==> config.mk <==
export PLATFORM = sky130hd
export DESIGN_NAME = sao_band_edge_offset_filter
export DESIGN_NICKNAME = d
export VERILOG_FILES = /design/src/hdl/sao_pkg.sv /design/src/hdl/sao_ram.sv /design/src/hdl/sao_offset.sv /design/src/hdl/sao_band_edge_offset_filter.sv
export SDC_FILE = /design/constraint.sdc
export NUM_CORES = 2
export LEC_CHECK = 0
export BUFFER_PORTS_ARGS = -buffer_cell sky130_fd_sc_hd__buf_2
export CORE_MARGIN = 1
export CORE_UTILIZATION = 42
export CTS_CLUSTER_SIZE = 30
export DETAILED_ROUTE_END_ITERATION = 10
export GPL_TIMING_DRIVEN = 0
export MAX_ROUTING_LAYER = met4
export SLEW_MARGIN = 10
export SYNTH_ARGS = -nofsm -noshare
export SYNTH_HDL_FRONTEND = slang
export SYNTH_SLANG_ARGS = --single-unit
==> constraint.sdc <==
create_clock -name i_clk -period 7.8 [get_ports i_clk]
set_clock_uncertainty 0.1 [all_clocks]
set_input_delay 1.56 -clock i_clk [delete_from_list [all_inputs] [get_ports i_clk]]
set_output_delay 1.56 -clock i_clk [all_outputs]
set_load 0.005 [all_outputs]
==> src/hdl/sao_pkg.sv <==
// Shared types and constants for the sample adaptive offset filter.
package sao_pkg;

    localparam int unsigned SAMPLE_W   = 10;
    localparam int unsigned BAND_SHIFT = 10 - 5;
    localparam int unsigned OFF_W      = 6;
    localparam int unsigned NUM_OFF    = 5;
    localparam logic [SAMPLE_W-1:0] SAMPLE_MAX = 10'h3FF;

    // Configuration register indexes
    localparam logic [2:0] REG_MODE     = 3'd0;
    localparam logic [2:0] REG_BAND_POS = 3'd1;
    localparam logic [2:0] REG_WIDTH    = 3'd2;
    localparam logic [2:0] REG_OFF0     = 3'd3;
    localparam logic [2:0] REG_OFF1     = 3'd4;
    localparam logic [2:0] REG_OFF2     = 3'd5;
    localparam logic [2:0] REG_OFF3     = 3'd6;
    localparam logic [2:0] REG_OFF4     = 3'd7;

    // Filter modes
    localparam logic [2:0] MODE_BAND = 3'd0;
    localparam logic [2:0] MODE_HOR  = 3'd1;
    localparam logic [2:0] MODE_VER  = 3'd2;
    localparam logic [2:0] MODE_D135 = 3'd3;
    localparam logic [2:0] MODE_D45  = 3'd4;

    typedef struct packed {
        logic [2:0]                    mode;
        logic [4:0]                    band_pos;
        logic [NUM_OFF-1:0][OFF_W-1:0] offs;
    } t_cfg;

    // nb[row][col]: rows above2, above1, current; columns left, center, right
    typedef struct packed {
        logic [2:0][2:0][SAMPLE_W-1:0] nb;
    } t_win;

endpackage

==> src/hdl/sao_ram.sv <==
// Generic single-clock RAM, one write port and one registered read port.
module sao_ram #(
    parameter int unsigned WIDTH = 10,
    parameter int unsigned DEPTH = 130
) (
    input  logic                     i_clk,
    input  logic                     i_we,
    input  logic [$clog2(DEPTH)-1:0] i_waddr,
    input  logic [WIDTH-1:0]         i_wdata,
    input  logic                     i_re,
    input  logic [$clog2(DEPTH)-1:0] i_raddr,
    output logic [WIDTH-1:0]         o_rdata
);

    logic [WIDTH-1:0] r_mem [DEPTH];
    logic [WIDTH-1:0] r_rdata;

    // read-first: a read at the written address returns the old word
    always_ff @(posedge i_clk) begin
        if (i_we) begin
            r_mem[i_waddr] <= i_wdata;
        end
        if (i_re) begin
            r_rdata <= r_mem[i_raddr];
        end
    end

    assign o_rdata = r_rdata;

endmodule

==> src/hdl/sao_offset.sv <==
// Band and edge offset selection, add and clip for one center sample.
module sao_offset (
    input  sao_pkg::t_cfg                  i_cfg,
    input  sao_pkg::t_win                  i_win,
    output logic [sao_pkg::SAMPLE_W-1:0]   o_sample
);

    logic [sao_pkg::SAMPLE_W-1:0] c;
    logic [sao_pkg::SAMPLE_W-1:0] a;
    logic [sao_pkg::SAMPLE_W-1:0] b;
    logic [2:0]                   edge_idx;
    logic [4:0]                   band_diff;
    logic [sao_pkg::OFF_W-1:0]    off;
    logic [11:0]                  sum;

    always_comb begin
        c = i_win.nb[1][1];
        a = i_win.nb[1][0];
        b = i_win.nb[1][2];
        case (i_cfg.mode)
            sao_pkg::MODE_VER: begin
                a = i_win.nb[0][1];
                b = i_win.nb[2][1];
            end
            sao_pkg::MODE_D135: begin
                a = i_win.nb[0][0];
                b = i_win.nb[2][2];
            end
            sao_pkg::MODE_D45: begin
                a = i_win.nb[0][2];
                b = i_win.nb[2][0];
            end
            default: begin
                a = i_win.nb[1][0];
                b = i_win.nb[1][2];
            end
        endcase

        // category index: 2 + sign(c-a) + sign(c-b), in 0..4
        edge_idx = 3'd2 + {2'b00, c > a} - {2'b00, c < a}
                        + {2'b00, c > b} - {2'b00, c < b};

        band_diff = c[sao_pkg::SAMPLE_W-1:sao_pkg::BAND_SHIFT] - i_cfg.band_pos;

        off = '0;
        case (i_cfg.mode)
            sao_pkg::MODE_BAND: begin
                if (band_diff[4:2] == 3'd0) begin
                    off = i_cfg.offs[band_diff[1:0]];
                end
            end
            sao_pkg::MODE_HOR, sao_pkg::MODE_VER,
            sao_pkg::MODE_D135, sao_pkg::MODE_D45: begin
                off = i_cfg.offs[edge_idx];
            end
            default: begin
                off = '0;
            end
        endcase

        sum = {2'b00, c} + {{(12 - sao_pkg::OFF_W){off[sao_pkg::OFF_W-1]}}, off};
        if (sum[11]) begin
            o_sample = '0;
        end else if (sum[10:0] > {1'b0, sao_pkg::SAMPLE_MAX}) begin
            o_sample = sao_pkg::SAMPLE_MAX;
        end else begin
            o_sample = sum[sao_pkg::SAMPLE_W-1:0];
        end
    end

endmodule

==> src/hdl/sao_band_edge_offset_filter.sv <==
// Top level of the 10-bit sample adaptive offset filter with line stores.
//
//  channel  | handshake                  | payload
//  ---------+----------------------------+--------------------------------
//  input    | i_in_valid / o_in_stall    | i_sample_in, i_block_start
//  output   | o_out_valid / i_out_stall  | o_sample_out, o_row_end
//  config   | i_cfg_we                   | i_cfg_addr, i_cfg_data
//
//  One sample per clock sustained while the output does not stall. The
//  sample that completes a 3x3 window waits in stage A for the line store
//  read; window update, offset and clip then go into the output register.
//  The line stores are read-modify-write memories; a back-to-back access
//  to the same column is covered by a one-entry forward register.
//  Reset is synchronous, active low; it clears counters, window and valid
//  flags and needs no clearing pass. Output stall holds the result and
//  the pending stage; input stall rises only while both are full.
module sao_band_edge_offset_filter #(
    parameter int unsigned MAX_LINE_WIDTH = 128
) (
    input  logic        i_clk,
    input  logic        i_rst_n,
    input  logic        i_in_valid,
    output logic        o_in_stall,
    input  logic [9:0]  i_sample_in,
    input  logic        i_block_start,
    output logic        o_out_valid,
    input  logic        i_out_stall,
    output logic [9:0]  o_sample_out,
    output logic        o_row_end,
    input  logic        i_cfg_we,
    input  logic [2:0]  i_cfg_addr,
    input  logic [7:0]  i_cfg_data
);

    localparam int unsigned DEPTH = MAX_LINE_WIDTH + 2;
    localparam int unsigned CW    = $clog2(DEPTH);
    localparam logic [CW-1:0] MAXW = CW'(MAX_LINE_WIDTH);
    localparam logic [8:0]    MAXW9 = 9'(MAX_LINE_WIDTH);

    // configuration registers
    logic [2:0]  r_mode;
    logic [4:0]  r_band_pos;
    logic [7:0]  r_line_width;
    logic [sao_pkg::NUM_OFF-1:0][sao_pkg::OFF_W-1:0] r_offs;

    always_ff @(posedge i_clk) begin
        if (!i_rst_n) begin
            r_mode       <= sao_pkg::MODE_BAND;
            r_band_pos   <= '0;
            r_line_width <= 8'd128;
            r_offs       <= '0;
        end else if (i_cfg_we) begin
            case (i_cfg_addr)
                sao_pkg::REG_MODE:     r_mode       <= i_cfg_data[2:0];
                sao_pkg::REG_BAND_POS: r_band_pos   <= i_cfg_data[4:0];
                sao_pkg::REG_WIDTH:    r_line_width <= i_cfg_data;
                sao_pkg::REG_OFF0:     r_offs[0]    <= i_cfg_data[5:0];
                sao_pkg::REG_OFF1:     r_offs[1]    <= i_cfg_data[5:0];
                sao_pkg::REG_OFF2:     r_offs[2]    <= i_cfg_data[5:0];
                sao_pkg::REG_OFF3:     r_offs[3]    <= i_cfg_data[5:0];
                sao_pkg::REG_OFF4:     r_offs[4]    <= i_cfg_data[5:0];
                default:               r_mode       <= r_mode;
            endcase
        end
    end

    // effective row width: zero taken as one, saturate at MAX_LINE_WIDTH
    logic [CW-1:0] eff_w;
    always_comb begin
        if (r_line_width == 8'd0) begin
            eff_w = CW'(1);
        end else if ({1'b0, r_line_width} > MAXW9) begin
            eff_w = MAXW;
        end else begin
            eff_w = CW'(r_line_width);
        end
    end

    // pipeline control
    logic in_acc;
    logic a_adv;
    logic out_acc;

    logic                 r_a_valid;
    logic [9:0]           r_a_sample;
    logic [CW-1:0]        r_a_col;
    logic [7:0]           r_a_row;
    logic                 r_b_valid;
    logic [9:0]           r_b_sample;
    logic                 r_b_row_end;

    assign out_acc    = r_b_valid && !i_out_stall;
    assign a_adv      = r_a_valid && (!r_b_valid || !i_out_stall);
    assign o_in_stall = r_a_valid && !a_adv;
    assign in_acc     = i_in_valid && !o_in_stall;

    // position counters of the incoming sample
    logic [CW-1:0] r_col;
    logic [7:0]    r_row;
    logic [CW-1:0] col;
    logic [7:0]    row;
    logic [CW-1:0] n_col;
    logic [7:0]    n_row;

    always_comb begin
        col = i_block_start ? '0 : r_col;
        row = i_block_start ? 8'd0 : r_row;
        if (col >= eff_w + CW'(1)) begin
            n_col = '0;
            n_row = (row == 8'd255) ? row : row + 8'd1;
        end else begin
            n_col = col + CW'(1);
            n_row = row;
        end
    end

    always_ff @(posedge i_clk) begin
        if (!i_rst_n) begin
            r_col <= '0;
            r_row <= '0;
        end else if (in_acc) begin
            r_col <= n_col;
            r_row <= n_row;
        end
    end

    // stage A: sample waits here while its line store words are read
    always_ff @(posedge i_clk) begin
        if (!i_rst_n) begin
            r_a_valid <= 1'b0;
        end else if (in_acc) begin
            r_a_valid <= 1'b1;
        end else if (a_adv) begin
            r_a_valid <= 1'b0;
        end
    end

    always_ff @(posedge i_clk) begin
        if (in_acc) begin
            r_a_sample <= i_sample_in;
            r_a_col    <= col;
            r_a_row    <= row;
        end
    end

    // line stores: read at accept, write back when stage A advances
    logic [9:0] older_q;
    logic [9:0] newer_q;
    logic [9:0] top;
    logic [9:0] mid;

    sao_ram #(
        .WIDTH (10),
        .DEPTH (DEPTH)
    ) u_older (
        .i_clk   (i_clk),
        .i_we    (a_adv),
        .i_waddr (r_a_col),
        .i_wdata (mid),
        .i_re    (in_acc),
        .i_raddr (col),
        .o_rdata (older_q)
    );

    sao_ram #(
        .WIDTH (10),
        .DEPTH (DEPTH)
    ) u_newer (
        .i_clk   (i_clk),
        .i_we    (a_adv),
        .i_waddr (r_a_col),
        .i_wdata (r_a_sample),
        .i_re    (in_acc),
        .i_raddr (col),
        .o_rdata (newer_q)
    );

    // forward a write that lands on the column being read in the same cycle;
    // drop the flag once stage A empties
    logic       r_fwd;
    logic [9:0] r_fwd_older;
    logic [9:0] r_fwd_newer;

    always_ff @(posedge i_clk) begin
        if (!i_rst_n) begin
            r_fwd <= 1'b0;
        end else if (in_acc) begin
            r_fwd <= a_adv && (r_a_col == col);
        end else if (a_adv) begin
            r_fwd <= 1'b0;
        end
    end

    always_ff @(posedge i_clk) begin
        if (in_acc) begin
            r_fwd_older <= mid;
            r_fwd_newer <= r_a_sample;
        end
    end

    assign top = r_fwd ? r_fwd_older : older_q;
    assign mid = r_fwd ? r_fwd_newer : newer_q;

    // window of the two previous columns
    logic [5:0][9:0] r_wc;

    always_ff @(posedge i_clk) begin
        if (!i_rst_n) begin
            r_wc <= '0;
        end else if (a_adv) begin
            r_wc[0] <= r_wc[1];
            r_wc[1] <= top;
            r_wc[2] <= r_wc[3];
            r_wc[3] <= mid;
            r_wc[4] <= r_wc[5];
            r_wc[5] <= r_a_sample;
        end
    end

    sao_pkg::t_win win;
    sao_pkg::t_cfg cfg;
    logic [9:0]    res_sample;
    logic          res_ok;
    logic          res_end;

    always_comb begin
        win.nb[0][0] = r_wc[0];
        win.nb[0][1] = r_wc[1];
        win.nb[0][2] = top;
        win.nb[1][0] = r_wc[2];
        win.nb[1][1] = r_wc[3];
        win.nb[1][2] = mid;
        win.nb[2][0] = r_wc[4];
        win.nb[2][1] = r_wc[5];
        win.nb[2][2] = r_a_sample;
        cfg.mode     = r_mode;
        cfg.band_pos = r_band_pos;
        cfg.offs     = r_offs;
    end

    sao_offset u_offset (
        .i_cfg    (cfg),
        .i_win    (win),
        .o_sample (res_sample)
    );

    // interior positions only: third row on, columns 2..w+1
    assign res_ok  = (r_a_row >= 8'd2) && (r_a_col >= CW'(2))
                     && (r_a_col <= eff_w + CW'(1));
    assign res_end = (r_a_col == eff_w + CW'(1));

    // stage B: output register
    always_ff @(posedge i_clk) begin
        if (!i_rst_n) begin
            r_b_valid <= 1'b0;
        end else if (a_adv) begin
            r_b_valid <= res_ok;
        end else if (out_acc) begin
            r_b_valid <= 1'b0;
        end
    end

    always_ff @(posedge i_clk) begin
        if (a_adv) begin
            r_b_sample  <= res_sample;
            r_b_row_end <= res_end;
        end
    end

    assign o_out_valid  = r_b_valid;
    assign o_sample_out = r_b_sample;
    assign o_row_end    = r_b_row_end;

    // forwarding only ever applies to a sample held in stage A
    assert property (@(posedge i_clk) disable iff (!i_rst_n) r_fwd |-> r_a_valid)
        else $error("forward flag set with stage A empty");

    // an empty stage A never stalls the input
    assert property (@(posedge i_clk) disable iff (!i_rst_n) !r_a_valid |-> !o_in_stall)
        else $error("input stalled with stage A empty");

    // an accepted transaction occupies stage A in the next cycle
    assert property (@(posedge i_clk) disable iff (!i_rst_n) in_acc |=> r_a_valid)
        else $error("accepted transaction lost before stage A");

    // a held result is not overwritten while the output stalls
    assert property (@(posedge i_clk) disable iff (!i_rst_n)
        (r_b_valid && i_out_stall) |-> !a_adv)
        else $error("stage A advanced into a stalled output register");

endmodule

==> impl_metrics.toml <==
[status]
status = "finished with violations"
violations = "capacitance limit, slew limit"

[clock_tree]
clkTransAtPathRegs_ns = 0.06
cts_hold_buf = 0
cts_max_level = 5
tritoncts = "yes"
worstSkewPairLatency_ns = 0.94
numCtsBuffers = 305
cts_root_buffer = "clkbuf_16"
cts.sinks = 2801
cts.path.max_buffers = 4

[floorplanning]
die_area_mm2 = 0.267
dieWidth_um = 516
rows = 188
dieHeight_um = 516
initial_core_util_pct = 42.3
ioPinCount = 40
coreArea_mm2 = 0.263

[timing]
setup_ws_ns = 0.320
tns_ns = 0
period_share_pct = 95.9
timing.hold.ws_ns = 0.355
setup_violations = 0
worst_slew_pin_slew_ns = 1.51
hold_violations = 0
slew_headroom_pct = -0.800
fmax_mhz = 134
final-max-slew-violation-count = 8
fin_crit_ns = 7.48

[synthesis]
syn_inst = 6488
synthFlopType = "edfxtp_1"
synthTopCellsByArea = "edfxtp_1 (72%), mux4_2 (5.3%), mux2i_1 (4.7%)"
synth_top_family_by_area = "multiplexers"
syn_nets = 6568
synth_largest_area_cell = "edfxtp_1"
synth_area_mm2 = 0.111
synth_edf_count = 2676
syn_area_per_cell_um2 = 17.1
ys_warn_count = 0
ys_ff_latch = 2801
synth_top_area_share_pct = 72.3
synth_compound_area_share_pct = 7.50
synth-simple-area-share_pct = 4.33
async_flop_share_pct = 0
synth_xor_area_share_pct = 0.173
netlist-cell-type-count = 82
synthAdderAreaFrac_pct = 0.617
synth_mux_area_share_pct = 10.6
synth_seq_area_share_pct = 74.6

[worst_hold_path]
hold_path.class = "register to register"

[final_layout]
syn2layout_area_growth_pct = 18.6
drive_above_1_share_pct = 19.8
final_nets = 7143
fin_cells = 10800
utilization_pct = 50.2
fin_area_mm2 = 0.132

[routing]
drt-initial-drc-count = 12200
routed_wl_um = 472000
vias_per_cell = 6.48
drt_pass1_iterations = 6
post_drt_wl_per_cell_um = 43.6
drt_drc_violations_left = 0
vias = 70200
postRouteAntennaNets = 0

[worst_setup_path]
critPathArrivalTime_ns = 7.99
start_kind = "register"
cp_max_fo = 59
critical_path_class = "register to register"
worstPathRequired_ns = 8.31
critPathMaxStageDelay_ns = 0.66
crit_slowest_cell = "mux2i_1"
endpoint_kind = "register"

[global_route]
grt_max_degree = 97
first_global_vias = 66000
antenna_found_initial = 41
grt_pass1_wl_um = 612000
grt_overflow_total = 0
track_usage_pct = 36.1

[power_and_ir_drop]
powerDensity_mw_per_mm2 = 248
switching_share_pct = 22.7
leakagePower_nw = 41.4
p_int_mw = 25.2
finalPower_mw = 32.7
pwr-share-comb_pct = 5.6
clkPwrFrac_pct = 43.7
seqPwrFrac_pct = 50.7
peakVddDrop_mv = 0.188
switchingPower_mw = 7.43

[placement]
io_buffers = 31
dp_slack_ns = -1.26
gp_congestion = 1.08
dp.cells = 10300
hpwl_um = 345000
placed_area_mm2 = 0.122

[flow_run]
max_cap_viol_count = 1
==> kinds of logic (layout without fill, tap and decap cells) <==
family,Yosys count,count (layout)
DFF,2801,2801
AOI/OAI and AO/OA,1189,1189
and+or+nand+nor,1118,1118
muxes,838,841
buffers and inverters,467,1276
adders and majority gates,53,53
xor gates and xnor gates,22,22
other,0,25
==> final timing paths <==
kind         startpoint         endpoint  slack, ns  cells past startpoint
min             r_wc[3]          r_wc[3]       0.35                      2
max reg2reg       r_fwd  o_sample_out[9]       0.32                     29
max               r_fwd  o_sample_out[9]       0.32                     29
min reg2reg     r_wc[3]          r_wc[3]       0.35                      2
==> routing by layer <==
layer | vias to the layer above | track usage [%] | part of all wire [%]
met5 | - | - | 0
met1 | 36500 | 43.8 | 36
met2 | 5141 | 50.5 | 42
met4 | 0 | 24.5 | 8.4
met3 | 1188 | 12.8 | 14
li1 | 27400 | - | -
==> critical path, delay by kind of cell, from the launching register on <==
family / cells / cell delay [ns]
mux: 3 / 1.36
fa+ha+maj: 4 / 1.32
flops: 1 / 0.38
compound gates: 12 / 2.17
simple gates: 3 / 0.66
buf+inv: 7 / 1.17
==> layout by cell type, fill, tap and decap left out, types with 23 or more instances in the layout <==
cell	synthesis	routed
edfxtp_1	2676	2676
mux2i_1	520	517
nand2_1	513	513
clkbuf_16	0	312
mux4_2	264	264
a21oi_1	224	223
clkbuf_1	152	198
o22ai_1	199	196
nor2_1	310	174
buf_2	131	169
o221ai_1	137	133
o211ai_1	132	132
nor2_4	0	129
dfxtp_1	125	124
nand3_1	115	115
buf_16	0	114
o21ai_0	110	106
buf_12	6	69
clkinv_1	4	66
a221oi_1	65	65
a211oi_1	53	52
a31oi_1	52	52
mux2_2	54	50
ha_1	50	49
buf_4	37	48
buf_8	13	47
clkinv_2	0	44
buf_1	54	42
inv_1	45	39
buf_6	23	37
nor2b_1	35	35
nor3_1	30	30
diode_2	0	25
clkbuf_2	0	25
a22oi_1	25	25
a2bb2oi_1	25	25
nand4_1	23	23
o221a_2	23	23
bufinv_16	0	23
==> cells in the mapped netlist (all sizes together) (14+ instances only) <==
cell,number
a211oi,53
a21oi,225
a221o,16
a221oi,66
a22oi,25
a2bb2oi,25
a31oi,52
a32oi,14
buf,264
clkbuf,152
dfxtp,125
edfxtp,2676
ha,50
inv,47
mux2,54
mux2i,520
mux4,264
nand2,513
nand2b,16
nand3,115
nand4,23
nor2,313
nor2b,35
nor3,30
o211ai,132
o21ai,110
o221a,23
o221ai,137
o22ai,199
o31ai,14
xnor2,19
==> power by group through the flow <==
| stage | registers (mW) | logic, mW | clock network [mW] |
|---|---|---|---|
| 2_1_floorplan | 16.9 | 0.811 | 0 |
| 3_3_place_gp | 17.1 | 1.45 | 0 |
| 3_5_place_dp | 16.9 | 1.74 | 0 |
| 4_1_cts | 16.6 | 1.75 | 14.3 |
| 5_1_grt | 16.6 | 1.85 | 14.9 |
| 6_report | 16.6 | 1.82 | 14.3 |
==> cell type report <==
type | instances | area (um2)
plain buffers | 415 | 2340
well taps | 3515 | 4400
fillers | 21500 | 131000
diodes | 25 | 62.6
inverters | 51 | 238
clock buffers | 387 | 8150
clock inverters | 157 | 1500
flip-flops and latches | 2801 | 82900
repair buffers | 266 | 5290
multi-input cells | 3223 | 27000
==> flip-flops by register name, indices dropped and copies added (netlist names), 7 cells and up <==
name,count
cfg,30
o_sample_out,10
r_a_col,8
r_a_row,7
r_a_sample,10
r_col,8
r_fwd_newer,10
r_fwd_older,10
r_line_width,8
r_row,8
r_wc,60
u_newer.o_rdata,10
u_newer.r_mem,1300
u_older.o_rdata,10
u_older.r_mem,1300
==> timing repair <==
item                                    4_1_cts  5_1_grt
resized for setup                            16       21
pin swaps                                     0        3
setup buffers                                 1       11
endpoints found under the hold margin         0        0
endpoints found under the setup margin       10       10
cloned                                        1        2
No activity file was read; power rests on OpenSTA's default activity.
